===== config.mk =====
export PLATFORM = sky130hd
export DESIGN_NAME = epoch_seconds_to_calendar
export DESIGN_NICKNAME = d
export VERILOG_FILES = /design/src/sv/esc_pkg.sv /design/src/sv/epoch_seconds_to_calendar.sv /design/src/sv/esc_split.sv /design/src/sv/esc_hms.sv /design/src/sv/esc_date.sv
export SDC_FILE = /design/constraint.sdc
export NUM_CORES = 2
export LEC_CHECK = 0
export BUFFER_PORTS_ARGS = -buffer_cell sky130_fd_sc_hd__buf_4
export CAP_MARGIN = 20
export CORE_ASPECT_RATIO = 0.6
export CORE_MARGIN = 2
export CORE_UTILIZATION = 60
export DETAILED_ROUTE_END_ITERATION = 6
export PLACE_DENSITY = 0.82
export SETUP_SLACK_MARGIN = 0.15
export SYNTH_ARGS = -nofsm -noshare
export SYNTH_HDL_FRONTEND = slang
export SYNTH_SLANG_ARGS = --single-unit

===== constraint.sdc =====
create_clock -name i_clk -period 10.5 [get_ports i_clk]
set_input_delay 1.575 -clock i_clk [delete_from_list [all_inputs] [get_ports i_clk]]
set_output_delay 1.575 -clock i_clk [all_outputs]
set_load 0.1 [all_outputs]

===== src/sv/esc_pkg.sv =====
// ----------------------------------------------------------------------------
// esc_pkg
// Shared types and constants for the seconds-to-calendar converter.
// ----------------------------------------------------------------------------
package esc_pkg;

    // Time of day of one item, as it leaves the clock-field pipeline.
    typedef struct packed {
        logic [4:0] hour;
        logic [5:0] minute;
        logic [5:0] second;
    } t_hms;

    // Calendar fields of one item, as they leave the date pipeline.
    typedef struct packed {
        logic [2:0] weekday;
        logic [7:0] years;
        logic [8:0] yday;
        logic [3:0] month;
        logic [4:0] mday;
    } t_date;

    // Seconds in a day divided by 128, and the matching reciprocal (2^35 / 675).
    localparam logic [9:0]  QuarterDay = 10'd675;
    localparam logic [25:0] RecipDay   = 26'd50903316;

    // Seconds in an hour divided by 16, reciprocal 2^21 / 225.
    localparam logic [7:0]  HourUnit  = 8'd225;
    localparam logic [13:0] RecipHour = 14'd9320;

    // Seconds in a minute divided by 4, reciprocal 2^10 / 15.
    localparam logic [3:0]  MinUnit  = 4'd15;
    localparam logic [6:0]  RecipMin = 7'd68;

    // Weekday: day zero is a Thursday; reciprocal 2^16 / 7.
    localparam logic [2:0]  DaysPerWeek  = 3'd7;
    localparam logic [2:0]  EpochWeekday = 3'd4;
    localparam logic [13:0] RecipWeek    = 14'd9362;

    // Era arithmetic, counted from 1600-03-01 in 400-year eras.
    localparam logic [17:0] EraDays     = 18'd146097;
    localparam logic [17:0] EraLastDay  = 18'd146096;
    localparam logic [17:0] EpochToEra  = 18'd135080;
    localparam logic [10:0] DaysPer4Yr  = 11'd1460;
    localparam logic [7:0]  Recip4Yr    = 8'd179;
    localparam logic [17:0] DaysPer100  = 18'd36524;
    localparam logic [8:0]  DaysPerYear = 9'd365;
    localparam logic [9:0]  RecipYear   = 10'd718;

    // March-based year: January and February close it.
    localparam logic [3:0]  JanMp       = 4'd10;
    localparam logic [8:0]  MarchToJan  = 9'd306;
    localparam logic [8:0]  JanFebDays  = 9'd59;
    localparam logic [8:0]  Era1Offset  = 9'd100;
    localparam logic [8:0]  Era0Offset  = 9'd300;

    // Stage counts of the two parallel pipelines and the padding between them.
    localparam int HmsStages   = 6;
    localparam int DateStages  = 10;
    localparam int AlignDepth  = DateStages - HmsStages;

    // First day of each month within a year that starts on 1 March.
    function automatic logic [8:0] month_start(input logic [3:0] mp);
        logic [8:0] v;
        case (mp)
            4'd0:    v = 9'd0;
            4'd1:    v = 9'd31;
            4'd2:    v = 9'd61;
            4'd3:    v = 9'd92;
            4'd4:    v = 9'd122;
            4'd5:    v = 9'd153;
            4'd6:    v = 9'd184;
            4'd7:    v = 9'd214;
            4'd8:    v = 9'd245;
            4'd9:    v = 9'd275;
            4'd10:   v = 9'd306;
            4'd11:   v = 9'd337;
            default: v = 9'd0;
        endcase
        return v;
    endfunction

endpackage


===== src/sv/epoch_seconds_to_calendar.sv =====
// ----------------------------------------------------------------------------
// epoch_seconds_to_calendar
// Converts an unsigned 32-bit count of seconds since 1970-01-01 00:00:00 UTC
// into time of day, weekday and Gregorian date.
// ----------------------------------------------------------------------------
// A new item may be started in every clock cycle, so busy never rises; its
// result appears on the o_ ports, marked by o_valid for one cycle, after it
// has passed the split and date pipelines: three stages split off the day
// count, then ten stages of reciprocal multiplications and single-step
// corrections find the year, month and day, while the time of day waits in
// a short delay line beside them. Results cannot be held off, so the
// receiver must take each one in the cycle it is shown.
module epoch_seconds_to_calendar (
    input  logic        i_clk,
    input  logic        i_rst_n,
    input  logic        start,
    output logic        busy,
    input  logic [31:0] i_epoch_seconds,
    output logic        o_valid,
    output logic [5:0]  o_second,
    output logic [5:0]  o_minute,
    output logic [4:0]  o_hour,
    output logic [2:0]  o_weekday,
    output logic [7:0]  o_years_since_1900,
    output logic [8:0]  o_day_of_year,
    output logic [3:0]  o_month_index,
    output logic [4:0]  o_day_of_month
);

    logic                           split_valid;
    logic [15:0]                    split_days;
    logic [16:0]                    split_tod;
    logic                           hms_valid;
    esc_pkg::t_hms                  hms;
    logic                           date_valid;
    esc_pkg::t_date                 date;
    logic [esc_pkg::AlignDepth-1:0] r_hval;
    esc_pkg::t_hms                  r_hdly [esc_pkg::AlignDepth];

    assign busy = 1'b0;

    esc_split u_split (
        .i_clk   (i_clk),
        .i_rst_n (i_rst_n),
        .i_valid (start && !busy),
        .i_secs  (i_epoch_seconds),
        .o_valid (split_valid),
        .o_days  (split_days),
        .o_tod   (split_tod)
    );

    esc_hms u_hms (
        .i_clk   (i_clk),
        .i_rst_n (i_rst_n),
        .i_valid (split_valid),
        .i_tod   (split_tod),
        .o_valid (hms_valid),
        .o_hms   (hms)
    );

    esc_date u_date (
        .i_clk   (i_clk),
        .i_rst_n (i_rst_n),
        .i_valid (split_valid),
        .i_days  (split_days),
        .o_valid (date_valid),
        .o_date  (date)
    );

    // The time of day is ready before the date; hold it back to line up.
    always_ff @(posedge i_clk) begin
        if (!i_rst_n) begin
            r_hval <= '0;
        end else begin
            r_hval <= {r_hval[esc_pkg::AlignDepth-2:0], hms_valid};
        end
    end

    always_ff @(posedge i_clk) begin
        r_hdly[0] <= hms;
        for (int i = 1; i < esc_pkg::AlignDepth; i++) begin
            r_hdly[i] <= r_hdly[i-1];
        end
    end

    assign o_valid            = date_valid;
    assign o_second           = r_hdly[esc_pkg::AlignDepth-1].second;
    assign o_minute           = r_hdly[esc_pkg::AlignDepth-1].minute;
    assign o_hour             = r_hdly[esc_pkg::AlignDepth-1].hour;
    assign o_weekday          = date.weekday;
    assign o_years_since_1900 = date.years;
    assign o_day_of_year      = date.yday;
    assign o_month_index      = date.month;
    assign o_day_of_month     = date.mday;

    a_paths_aligned: assert property (@(posedge i_clk) disable iff (!i_rst_n)
        r_hval[esc_pkg::AlignDepth-1] == date_valid)
        else $error("time-of-day and date items are out of step");

    a_latency: assert property (@(posedge i_clk) disable iff (!i_rst_n)
        start && !busy |-> ##13 o_valid)
        else $error("started item did not produce a result");

    a_no_spurious: assert property (@(posedge i_clk) disable iff (!i_rst_n)
        o_valid |-> $past(start, 13))
        else $error("result without a started item");

    a_clock_range: assert property (@(posedge i_clk) disable iff (!i_rst_n)
        o_valid |-> (o_hour < 5'd24) && (o_minute < 6'd60) && (o_second < 6'd60)
                    && (o_weekday < 3'd7))
        else $error("time-of-day field out of range");

    a_date_range: assert property (@(posedge i_clk) disable iff (!i_rst_n)
        o_valid |-> (o_month_index < 4'd12) && (o_day_of_month != 5'd0)
                    && (o_day_of_year < 9'd366) && (o_years_since_1900 >= 8'd70))
        else $error("calendar field out of range");

endmodule


===== src/sv/esc_split.sv =====
// ----------------------------------------------------------------------------
// esc_split
// Splits a seconds count into whole days and seconds of the day (3 stages).
// ----------------------------------------------------------------------------
module esc_split (
    input  logic        i_clk,
    input  logic        i_rst_n,
    input  logic        i_valid,
    input  logic [31:0] i_secs,
    output logic        o_valid,
    output logic [15:0] o_days,
    output logic [16:0] o_tod
);

    logic [2:0]  r_valid;
    logic [50:0] r1_prod;
    logic [24:0] r1_x;
    logic [6:0]  r1_lo;
    logic [15:0] r2_q;
    logic [10:0] r2_rem;
    logic [6:0]  r2_lo;
    logic [15:0] r3_days;
    logic [16:0] r3_tod;

    logic [50:0] n1_prod;
    logic [15:0] n2_q;
    logic [24:0] n2_back;
    logic [10:0] n2_rem;
    logic        n3_fix;
    logic [15:0] n3_days;
    logic [9:0]  n3_rem;

    // The low seven bits are a factor of 86400 = 128 * 675, so only the upper
    // part goes through the reciprocal.
    assign n1_prod = 51'(i_secs[31:7]) * 51'(esc_pkg::RecipDay);

    // The estimate is exact or one short; the remainder shows which.
    assign n2_q    = r1_prod[50:35];
    assign n2_back = 25'(n2_q) * 25'(esc_pkg::QuarterDay);
    assign n2_rem  = 11'(r1_x - n2_back);

    assign n3_fix  = r2_rem >= 11'(esc_pkg::QuarterDay);
    assign n3_days = r2_q + 16'(n3_fix);
    assign n3_rem  = 10'(n3_fix ? r2_rem - 11'(esc_pkg::QuarterDay) : r2_rem);

    always_ff @(posedge i_clk) begin
        if (!i_rst_n) begin
            r_valid <= '0;
        end else begin
            r_valid <= {r_valid[1:0], i_valid};
        end
    end

    always_ff @(posedge i_clk) begin
        r1_prod <= n1_prod;
        r1_x    <= i_secs[31:7];
        r1_lo   <= i_secs[6:0];
        r2_q    <= n2_q;
        r2_rem  <= n2_rem;
        r2_lo   <= r1_lo;
        r3_days <= n3_days;
        r3_tod  <= {n3_rem, r2_lo};
    end

    assign o_valid = r_valid[2];
    assign o_days  = r3_days;
    assign o_tod   = r3_tod;

endmodule


===== src/sv/esc_hms.sv =====
// ----------------------------------------------------------------------------
// esc_hms
// Breaks seconds of the day into hour, minute and second (6 stages).
// ----------------------------------------------------------------------------
module esc_hms (
    input  logic          i_clk,
    input  logic          i_rst_n,
    input  logic          i_valid,
    input  logic [16:0]   i_tod,
    output logic          o_valid,
    output esc_pkg::t_hms o_hms
);

    logic [5:0]    r_valid;
    logic [26:0]   r1_prod;
    logic [12:0]   r1_y;
    logic [3:0]    r1_lo;
    logic [5:0]    r2_h;
    logic [8:0]    r2_rem;
    logic [3:0]    r2_lo;
    logic [4:0]    r3_hour;
    logic [11:0]   r3_rs;
    logic [16:0]   r4_prod;
    logic [9:0]    r4_z;
    logic [1:0]    r4_lo;
    logic [4:0]    r4_hour;
    logic [6:0]    r5_m;
    logic [4:0]    r5_rem;
    logic [1:0]    r5_lo;
    logic [4:0]    r5_hour;
    esc_pkg::t_hms r6_hms;

    logic [26:0]   n1_prod;
    logic [5:0]    n2_h;
    logic [12:0]   n2_back;
    logic [8:0]    n2_rem;
    logic          n3_fix;
    logic [4:0]    n3_hour;
    logic [7:0]    n3_rem;
    logic [16:0]   n4_prod;
    logic [6:0]    n5_m;
    logic [9:0]    n5_back;
    logic [4:0]    n5_rem;
    logic          n6_fix;
    esc_pkg::t_hms n6_hms;

    // Hours: 3600 = 16 * 225.
    assign n1_prod = 27'(i_tod[16:4]) * 27'(esc_pkg::RecipHour);

    assign n2_h    = r1_prod[26:21];
    assign n2_back = 13'(n2_h) * 13'(esc_pkg::HourUnit);
    assign n2_rem  = 9'(r1_y - n2_back);

    assign n3_fix  = r2_rem >= 9'(esc_pkg::HourUnit);
    assign n3_hour = 5'(r2_h + 6'(n3_fix));
    assign n3_rem  = 8'(n3_fix ? r2_rem - 9'(esc_pkg::HourUnit) : r2_rem);

    // Minutes: 60 = 4 * 15.
    assign n4_prod = 17'(r3_rs[11:2]) * 17'(esc_pkg::RecipMin);

    assign n5_m    = r4_prod[16:10];
    assign n5_back = 10'(n5_m) * 10'(esc_pkg::MinUnit);
    assign n5_rem  = 5'(r4_z - n5_back);

    assign n6_fix         = r5_rem >= 5'(esc_pkg::MinUnit);
    assign n6_hms.hour    = r5_hour;
    assign n6_hms.minute  = 6'(r5_m + 7'(n6_fix));
    assign n6_hms.second  = {4'(n6_fix ? r5_rem - 5'(esc_pkg::MinUnit) : r5_rem), r5_lo};

    always_ff @(posedge i_clk) begin
        if (!i_rst_n) begin
            r_valid <= '0;
        end else begin
            r_valid <= {r_valid[4:0], i_valid};
        end
    end

    always_ff @(posedge i_clk) begin
        r1_prod <= n1_prod;
        r1_y    <= i_tod[16:4];
        r1_lo   <= i_tod[3:0];
        r2_h    <= n2_h;
        r2_rem  <= n2_rem;
        r2_lo   <= r1_lo;
        r3_hour <= n3_hour;
        r3_rs   <= {n3_rem, r2_lo};
        r4_prod <= n4_prod;
        r4_z    <= r3_rs[11:2];
        r4_lo   <= r3_rs[1:0];
        r4_hour <= r3_hour;
        r5_m    <= n5_m;
        r5_rem  <= n5_rem;
        r5_lo   <= r4_lo;
        r5_hour <= r4_hour;
        r6_hms  <= n6_hms;
    end

    assign o_valid = r_valid[5];
    assign o_hms   = r6_hms;

endmodule


===== src/sv/esc_date.sv =====
// ----------------------------------------------------------------------------
// esc_date
// Turns a day count since 1970-01-01 into weekday, year, day of year, month
// and day of month (10 stages), using 400-year eras from 1600-03-01.
// ----------------------------------------------------------------------------
module esc_date (
    input  logic           i_clk,
    input  logic           i_rst_n,
    input  logic           i_valid,
    input  logic [15:0]    i_days,
    output logic           o_valid,
    output esc_pkg::t_date o_date
);

    logic [9:0]     r_valid;

    logic [15:0]    r1_w;
    logic [28:0]    r1_wp;
    logic [17:0]    r1_doe;
    logic           r1_era;

    logic [3:0]     r2_wr;
    logic [17:0]    r2_doe;
    logic           r2_era;
    logic [2:0]     r2_c;
    logic           r2_f;
    logic [24:0]    r2_a;

    logic [2:0]     r3_wday;
    logic [17:0]    r3_doe;
    logic           r3_era;
    logic [2:0]     r3_c;
    logic           r3_f;
    logic [6:0]     r3_k;
    logic [11:0]    r3_rk;

    logic [2:0]     r4_wday;
    logic [17:0]    r4_doe;
    logic           r4_era;
    logic [17:0]    r4_n;

    logic [2:0]     r5_wday;
    logic [17:0]    r5_doe;
    logic           r5_era;
    logic [17:0]    r5_n;
    logic [26:0]    r5_yp;

    logic [2:0]     r6_wday;
    logic [17:0]    r6_doe;
    logic           r6_era;
    logic [8:0]     r6_y;
    logic [9:0]     r6_ry;

    logic [2:0]     r7_wday;
    logic [17:0]    r7_doe;
    logic           r7_era;
    logic [8:0]     r7_yoe;

    logic [2:0]     r8_wday;
    logic           r8_era;
    logic [8:0]     r8_yoe;
    logic [8:0]     r8_doy;

    logic [2:0]     r9_wday;
    logic           r9_era;
    logic [8:0]     r9_yoe;
    logic [8:0]     r9_doy;
    logic [3:0]     r9_mp;
    logic           r9_leap;

    esc_pkg::t_date r10_date;

    logic [15:0]    n1_w;
    logic [28:0]    n1_wp;
    logic [17:0]    n1_e;
    logic           n1_era;
    logic [17:0]    n1_doe;
    logic [12:0]    n2_wq;
    logic [3:0]     n2_wr;
    logic [2:0]     n2_c;
    logic [24:0]    n2_a;
    logic [2:0]     n3_wday;
    logic [6:0]     n3_k;
    logic [11:0]    n3_rk;
    logic [17:0]    n4_n;
    logic [26:0]    n5_yp;
    logic [8:0]     n6_y;
    logic [9:0]     n6_ry;
    logic [8:0]     n7_yoe;
    logic [1:0]     n8_cent;
    logic [17:0]    n8_base;
    logic [8:0]     n8_doy;
    logic [3:0]     n9_mp;
    logic           n9_leap;
    logic           n10_janfeb;
    logic [8:0]     n10_ys;
    esc_pkg::t_date n10_date;

    // Stage 1: weekday reciprocal, and the day count placed in its era.
    assign n1_w   = i_days + 16'(esc_pkg::EpochWeekday);
    assign n1_wp  = 29'(n1_w) * 29'(esc_pkg::RecipWeek);
    assign n1_e   = 18'(i_days) + esc_pkg::EpochToEra;
    assign n1_era = n1_e >= esc_pkg::EraDays;
    assign n1_doe = n1_era ? n1_e - esc_pkg::EraDays : n1_e;

    // Stage 2: weekday remainder; leap-day corrections within the era.
    assign n2_wq = r1_wp[28:16];
    assign n2_wr = 4'(r1_w - 16'(n2_wq) * 16'(esc_pkg::DaysPerWeek));
    assign n2_c  = 3'(r1_doe >= esc_pkg::DaysPer100)
                 + 3'(r1_doe >= 18'(2 * esc_pkg::DaysPer100))
                 + 3'(r1_doe >= 18'(3 * esc_pkg::DaysPer100))
                 + 3'(r1_doe >= esc_pkg::EraLastDay);
    assign n2_a  = 25'(r1_doe) * 25'(esc_pkg::Recip4Yr);

    // Stage 3.
    assign n3_wday = 3'(r2_wr >= 4'(esc_pkg::DaysPerWeek)
                        ? r2_wr - 4'(esc_pkg::DaysPerWeek) : r2_wr);
    assign n3_k    = r2_a[24:18];
    assign n3_rk   = 12'(r2_doe - 18'(n3_k) * 18'(esc_pkg::DaysPer4Yr));

    // Stage 4: the day count with leap days removed, so that it divides by 365.
    assign n4_n = r3_doe - 18'(r3_k) - 18'(r3_rk >= 12'(esc_pkg::DaysPer4Yr))
                + 18'(r3_c) - 18'(r3_f);

    // Stages 5 to 7: year of era.
    assign n5_yp  = 27'(r4_n) * 27'(esc_pkg::RecipYear);
    assign n6_y   = r5_yp[26:18];
    assign n6_ry  = 10'(r5_n - 18'(n6_y) * 18'(esc_pkg::DaysPerYear));
    assign n7_yoe = r6_y + 9'(r6_ry >= 10'(esc_pkg::DaysPerYear));

    // Stage 8: day of the March-based year.
    assign n8_cent = 2'(r7_yoe >= 9'd100) + 2'(r7_yoe >= 9'd200) + 2'(r7_yoe >= 9'd300);
    assign n8_base = 18'(r7_yoe) * 18'(esc_pkg::DaysPerYear) + 18'(r7_yoe[8:2])
                   - 18'(n8_cent);
    assign n8_doy  = 9'(r7_doe - n8_base);

    // Stage 9: month from the March-based month starts.
    always_comb begin
        n9_mp = 4'd0;
        for (int i = 1; i < 12; i++) begin
            if (r8_doy >= esc_pkg::month_start(4'(i))) begin
                n9_mp = n9_mp + 4'd1;
            end
        end
    end

    // A century year inside the era is common, but the era's first year is leap.
    assign n9_leap = (r8_yoe[1:0] == 2'd0) && (r8_yoe != 9'd100)
                   && (r8_yoe != 9'd200) && (r8_yoe != 9'd300);

    // Stage 10: January and February belong to the next calendar year.
    assign n10_janfeb = r9_mp >= esc_pkg::JanMp;
    assign n10_ys     = (r9_era ? r9_yoe + esc_pkg::Era1Offset : r9_yoe - esc_pkg::Era0Offset)
                      + 9'(n10_janfeb);

    assign n10_date.weekday = r9_wday;
    assign n10_date.years   = n10_ys[7:0];
    assign n10_date.yday    = n10_janfeb ? r9_doy - esc_pkg::MarchToJan
                                         : r9_doy + esc_pkg::JanFebDays + 9'(r9_leap);
    assign n10_date.month   = n10_janfeb ? r9_mp - esc_pkg::JanMp : r9_mp + 4'd2;
    assign n10_date.mday    = 5'(r9_doy - esc_pkg::month_start(r9_mp) + 9'd1);

    always_ff @(posedge i_clk) begin
        if (!i_rst_n) begin
            r_valid <= '0;
        end else begin
            r_valid <= {r_valid[8:0], i_valid};
        end
    end

    always_ff @(posedge i_clk) begin
        r1_w     <= n1_w;
        r1_wp    <= n1_wp;
        r1_doe   <= n1_doe;
        r1_era   <= n1_era;

        r2_wr    <= n2_wr;
        r2_doe   <= r1_doe;
        r2_era   <= r1_era;
        r2_c     <= n2_c;
        r2_f     <= r1_doe == esc_pkg::EraLastDay;
        r2_a     <= n2_a;

        r3_wday  <= n3_wday;
        r3_doe   <= r2_doe;
        r3_era   <= r2_era;
        r3_c     <= r2_c;
        r3_f     <= r2_f;
        r3_k     <= n3_k;
        r3_rk    <= n3_rk;

        r4_wday  <= r3_wday;
        r4_doe   <= r3_doe;
        r4_era   <= r3_era;
        r4_n     <= n4_n;

        r5_wday  <= r4_wday;
        r5_doe   <= r4_doe;
        r5_era   <= r4_era;
        r5_n     <= r4_n;
        r5_yp    <= n5_yp;

        r6_wday  <= r5_wday;
        r6_doe   <= r5_doe;
        r6_era   <= r5_era;
        r6_y     <= n6_y;
        r6_ry    <= n6_ry;

        r7_wday  <= r6_wday;
        r7_doe   <= r6_doe;
        r7_era   <= r6_era;
        r7_yoe   <= n7_yoe;

        r8_wday  <= r7_wday;
        r8_era   <= r7_era;
        r8_yoe   <= r7_yoe;
        r8_doy   <= n8_doy;

        r9_wday  <= r8_wday;
        r9_era   <= r8_era;
        r9_yoe   <= r8_yoe;
        r9_doy   <= r8_doy;
        r9_mp    <= n9_mp;
        r9_leap  <= n9_leap;

        r10_date <= n10_date;
    end

    assign o_valid = r_valid[9];
    assign o_date  = r10_date;

endmodule


Word-level counts from Yosys, hierarchy flattened
Memory sizes are Yosys's and may differ from the RTL's. A register that Yosys moved wholly into a read port is not among the register bits.
Index checks and enable logic that the tools add are counted.
{"block": "op_classes", "n_addsub": 49, "mul": 13, "order_cmp": 26, "n_eq_ne": 4, "mux": 19, "n_reduce_logical": 4}
{"op": ">= comparator 9 x 8 -> 1 bit (second input constant)", "n": 6}
{"op": "multiplier 25 x 24 -> 49 bit (second input constant)", "n": 1}
{"op": "2-to-1 mux 4 bit", "n": 12}
{"op": "adder 4 x 1 -> 4 bit (second input constant)", "n": 9}
{"op": ">= comparator 18 x 17 -> 1 bit (second input constant)", "n": 2}
{"op": ">= comparator 18 bit (second input constant)", "n": 2}
{"op": ">= comparator 9 bit (second input constant)", "n": 4}
{"op": "subtractor 18 x 1 -> 18 bit", "n": 2}
{"op": "multiplier 16 x 13 -> 28 bit (second input constant)", "n": 1}
{"op": ">= comparator 9 x 7 -> 1 bit (second input constant)", "n": 3}
{"op": "multiplier 18 x 9 -> 26 bit (second input constant)", "n": 1}
{"op": "multiplier 18 x 8 -> 25 bit (second input constant)", "n": 1}
{"op": "multiplier 13 x 11 -> 24 bit (second input constant)", "n": 1}
{"op": "adder 16 x 18 -> 18 bit (second input constant)", "n": 1}
{"op": "adder 18 x 3 -> 18 bit", "n": 1}
{"op": "adder 9 x 1 -> 9 bit", "n": 2}
{"op": "equality test 18 bit (second input constant)", "n": 1}
{"op": ">= comparator 18 x 16 -> 1 bit (second input constant)", "n": 1}
{"op": "2-to-1 mux 18 bit", "n": 1}
{"op": "subtractor 18 bit (second input constant)", "n": 1}
{"op": "subtractor 18 x 7 -> 18 bit", "n": 1}
{"op": "subtractor 9 bit", "n": 2}
{"op": "adder 16 x 1 -> 16 bit", "n": 1}
{"op": "adder 16 x 3 -> 16 bit (second input constant)", "n": 1}
{"op": "other kinds (50)", "n": 57}
{"block": "word_totals", "ff_bits": 640, "ram_bits": 68, "mem_bits_ro": 144, "in_bits": 35, "output_inout_bits": 48, "word_cells": 196, "n_memories": 2}
{"memory": "(name not given)", "words": 16, "word_bits": 9, "read_ports": 1, "rd_ports_with_merged_regs": 1, "wr": 0, "line_no": "esc_pkg.sv:65", "rtl": "case (mp)"}
{"memory": "r_hdly", "words": 4, "word_bits": 17, "read_ports": 4, "rd_ports_with_merged_regs": 0, "wr": 4, "line_no": "epoch_seconds_to_calendar.sv:38", "rtl": "esc_pkg::t_hms r_hdly [esc_pkg::AlignDepth];"}

Logic depth before layout (Yosys ltp)
{"block": "depth", "word_depth": 22, "mapped_depth": 36, "mapped_depth_nobuf": 34}

Modules after synthesis
A second synthesis with hierarchy kept.
{"block": "hier_totals", "cells_unflattened": 3943, "area_unflattened_um2": 42039.1}
{"mod": "esc_date", "instances": 1, "cells_each": 2095, "area_per_inst_um2": 21657.0}
{"mod": "esc_split", "instances": 1, "cells_each": 1215, "area_per_inst_um2": 12838.6}
{"mod": "esc_hms", "instances": 1, "cells_each": 563, "area_per_inst_um2": 6170.9}
{"mod": "epoch_seconds_to_calendar", "instances": 1, "cells_each": 70, "area_per_inst_um2": 1372.6}

Worst setup path before layout
OpenSTA, ideal clock, no wires.
{"block": "synth_timing", "path_kind": "input port to flip-flop", "from": "input i_epoch_seconds[18]", "to": "register u_split.r1_prod[50]", "arrival_time_ns": 7.177, "required_ns": 10.428, "slack_ns": 3.251, "stages": 22, "n_path_buf": 0, "cell_sequence": "fa_1 ha_1 inv_1 fa_1 fa_1 inv_1 fa_1 fa_1 inv_1 fa_1 inv_1 ha_1 a21o_1 a21o_1 a21oi_1 or3_1 o21a_1 o21ai_0 o31ai_1 o2bb2ai_1 o41ai_1 xnor2_1"}
{"block": "synth_between", "elab_chain_cells": 1}
{"element": "start: declaration", "line_no": "epoch_seconds_to_calendar.sv:18", "rtl": "input logic [31:0] i_epoch_seconds,"}
{"element": "multiplier 25 x 24 -> 49 bit", "line_no": "esc_split.sv:35", "rtl": "assign n1_prod = 51'(i_secs[31:7]) * 51'(esc_pkg::RecipDay);"}
{"element": "via u_split.n1_prod[50]", "line_no": "esc_split.sv:25", "rtl": "logic [50:0] n1_prod;"}
{"element": "end signal: assignment", "line_no": "esc_split.sv:55", "rtl": "r1_prod <= n1_prod;"}
{"element": "end: declaration", "line_no": "esc_split.sv:16", "rtl": "logic [50:0] r1_prod;"}
The timed path passes the listed nets, and every way through them passes these cells.
A chain may end at the register's enable or synchronous reset.

==> impl_metrics.ini <==
[sta]
rsz0062_at_grt = no
drv_slew = 0
max_slew.worst_pin.slew_ps = 740
skew_ps = 50.7
setup_viol = 0
whs_ps = 292
relSlewSlack = 0.503
tns_ps = 0
fin_crit_ps = 8000
period_share = 0.762
hold_viol = 0
max_freq_mhz = 125

[synthesis]
synth_edf_count = 0
netlist_area_mm2 = 0.0414
yosys.area_share.xor_xnor = 0.0668
synth_mux_area_frac = 0.00466
ys_seq_area_frac = 0.286
postSynthAreaPerCell_um2 = 10.8
synth_ff_type = dfxtp_1
async_flop_share = 0
synth_cell_types = 80
netlist.area_leader.share = 0.286
synth_cells = 3837
synthesis.nets = 5132
synthAdderAreaFrac = 0.450
ys_warn_count = 0
synth_area_leader_cell = dfxtp_1
ys_ff_latch = 592
synth_area_leaders = dfxtp_1 29%, ha_1 27%, fa_1 18%
yosys.area_share.simple = 0.0513
synth_top_family_by_area = adder cells
synth_compound_area_frac = 0.0648

[critical_path]
reg2reg_slack_ps = 2500
r2r_start = u_date.r8_doy[7]
required_ps = 11000
cp-end-kind = register
worstPathMaxFanout = 20
cp.arrival_ps = 8500
cp_slowest_stage_delay_ps = 550
worst_path_max_delay_cell = dfxtp_1
rr_worst_depth = 31
critical_path.startpoint_type = register
crit_path_frequent_cell = ha_1
cp.buffers_inverters = 1
crit_type = register to register
path_depth = 31
crit_family = adder cells

[hold_path]
hp-class = register to register
hold_depth = 0
min_to = u_date.r6_wday[1]
min_from = u_date.r5_wday[1]

[clock_tree]
clk_pin_slew_worst_paths_ps = 70
cts_tree = built
cts_setup_buffers = 0
clkLatencyLatePin_ps = 640
holdBufCountCts = 0
cts_resized = 0
cts-root-to-sink-buffers = 3
numCtsBuffers = 52
cts_sinks = 592
cts_root_buf = clkbuf_16
htree_levels = 2

[finish]
nets = 5249
antennaDiodeCount = 0
seq_area_mm2 = 0.0119
synthToLayoutAreaGrowth_pct = 8.61
final_util = 0.660
drive_above_1_share = 0.0545
fillers = 5020
multi_input_area_mm2 = 0.0264

[floorplanning]
die_area_mm2 = 0.0712
start_util = 0.607
dieHeight_um = 207
die_w_um = 343
core_mm2 = 0.0681
fp-row-count = 74
ioPinCount = 83

[global_route]
grt_pass1_vias = 26900
antenna_found_initial = 0
grt_max_degree = 21
grt_pass1_wl_um = 134000
grt_util_all_layers = 0.232
overflow = 0

[placed_design]
io_buffers = 81
gp_congestion = 0.915
dp_hpwl_um = 63700

[detailed_routing]
wl_per_cell_um = 16.0
drt_wl_total_um = 78700
num_vias = 25400
ant_nets = 0
first_iter_violations = 1374
drc = 0
vias_per_cell = 5.17
drtPass1Iterations = 5

[job]
drv_cap = 0

[outcome]
status = complete, no violations
[worst reg2reg max path, delay by kind of cell, from the launching register on]
| kind | cells | cell delay, ps |
|---|---|---|
| adders and majority gates | 10 | 3180 |
| AOI/OAI and AO/OA | 8 | 1420 |
| muxes | 4 | 1290 |
| and+or+nand+nor | 7 | 1170 |
| DFF | 1 | 550 |
| xor gates and xnor gates | 1 | 180 |
| buffers and inverters | 1 | 90 |
[layout by cell type, fill, tap and decap left out, types with 7 or more instances in the layout]
master / netlist / routed
ha_1: 880 / 880
inv_1: 811 / 811
dfxtp_1: 592 / 592
fa_1: 380 / 380
xnor2_1: 224 / 224
a21oi_1: 108 / 108
nand2_1: 100 / 100
nor2_1: 93 / 93
buf_4: 1 / 82
o21ai_0: 80 / 80
xor2_1: 77 / 77
a21o_1: 61 / 61
clkbuf_16: 0 / 52
nand3_1: 44 / 44
nor3_1: 29 / 29
and2_1: 27 / 27
nand2b_1: 25 / 25
nand4_1: 23 / 23
o21a_1: 21 / 21
nor2b_1: 18 / 18
and3_1: 18 / 18
a211oi_1: 15 / 15
o21bai_1: 14 / 14
a21boi_0: 14 / 14
a31oi_1: 13 / 13
or3_1: 12 / 12
or2_2: 11 / 11
bufinv_16: 0 / 9
mux2_2: 8 / 8
mux2i_1: 8 / 8
clkinvlp_4: 0 / 8
o211ai_1: 7 / 7
a211o_1: 7 / 7
a31o_2: 7 / 7
[sequential cells by signal (all words and copies together), names as in the netlist, 11 cells and up, named ones only]
name / count
u_hms.r3_rs: 12
u_split.r1_prod: 16
u_split.o_days: 16
u_split.o_tod: 17
u_date.r3_doe: 18
u_split.r2_q: 16
u_date.o_date: 29
u_date.r1_doe: 18
u_split.r2_rem: 11
u_split.r1_x: 11
r_hdly: 68
u_hms.o_hms: 17
u_date.r4_n: 18
u_date.r2_doe: 18
[cells by family (layout without fill, tap and decap cells)]
kind of cell	after synthesis	in the layout
fa+ha+maj	1260	1260
buf+inv	831	992
flops	592	592
simple gates	423	423
compound gates	404	404
xor+xnor	308	308
mux	18	18
other cells	1	1
[metal layers]
metal | global-route usage | share of wire | vias to the layer above
li1 | - | - | 12600
met1 | 0.353 | 0.51 | 12100
met2 | 0.341 | 0.41 | 625
met3 | 0.0496 | 0.069 | 90
met4 | 0.0429 | 0.013 | 0
met5 | 0 | 0 | -
[synth_stat cells (all sizes together) (11+ instances only)]
master  number
a211oi      15
a21boi      14
a21o        61
a21oi      108
a31oi       13
and2        27
and3        19
dfxtp      592
fa         380
ha         880
inv        812
nand2      100
nand2b      25
nand3       44
nand4       23
nor2        94
nor2b       18
nor3        29
o21a        21
o21ai       81
o21bai      14
or2         11
or3         13
xnor2      226
xor2        80
[worst max-delay path by stage]
stage	startpoint	end	slack, ps
detailed placement	i_epoch_seconds[14]	u_split.r1_prod[50]	2130
global placement	i_epoch_seconds[14]	u_split.r1_prod[50]	2350
finish	u_date.r8_doy[7]	register	2500
global route	u_date.r8_doy[7]	register	2040
CTS	u_date.r8_doy[7]	register	2620
floorplan	i_epoch_seconds[18]	u_split.r1_prod[50]	3250
[final cells by class]
class / instances / share of cell area
Sequential cell: 592 / 0.264
Timing Repair Buffer: 82 / 0.0137
Clock inverter: 34 / 0.0112
Clock buffer: 64 / 0.0313
Inverter: 812 / 0.0678
Tap cell: 912 / 0.0254
Multi-Input combinational cell: 2414 / 0.587
[stage by stage]
stage | area, µm² | setup WS, ps | cells
6_report | 44900 | 2500 | 4910
4_1_cts | 44900 | 2620 | 4910
3_5_place_dp | 43000 | 2130 | 4812
3_3_place_gp | 43000 | 2350 | 4812
5_1_grt | 44900 | 2040 | 4910
2_1_floorplan | 41400 | 3250 | 3837
Power is left out: the tool's default activity adds up to more than one toggle a clock period on the data nets, which glitch-free logic cannot reach.
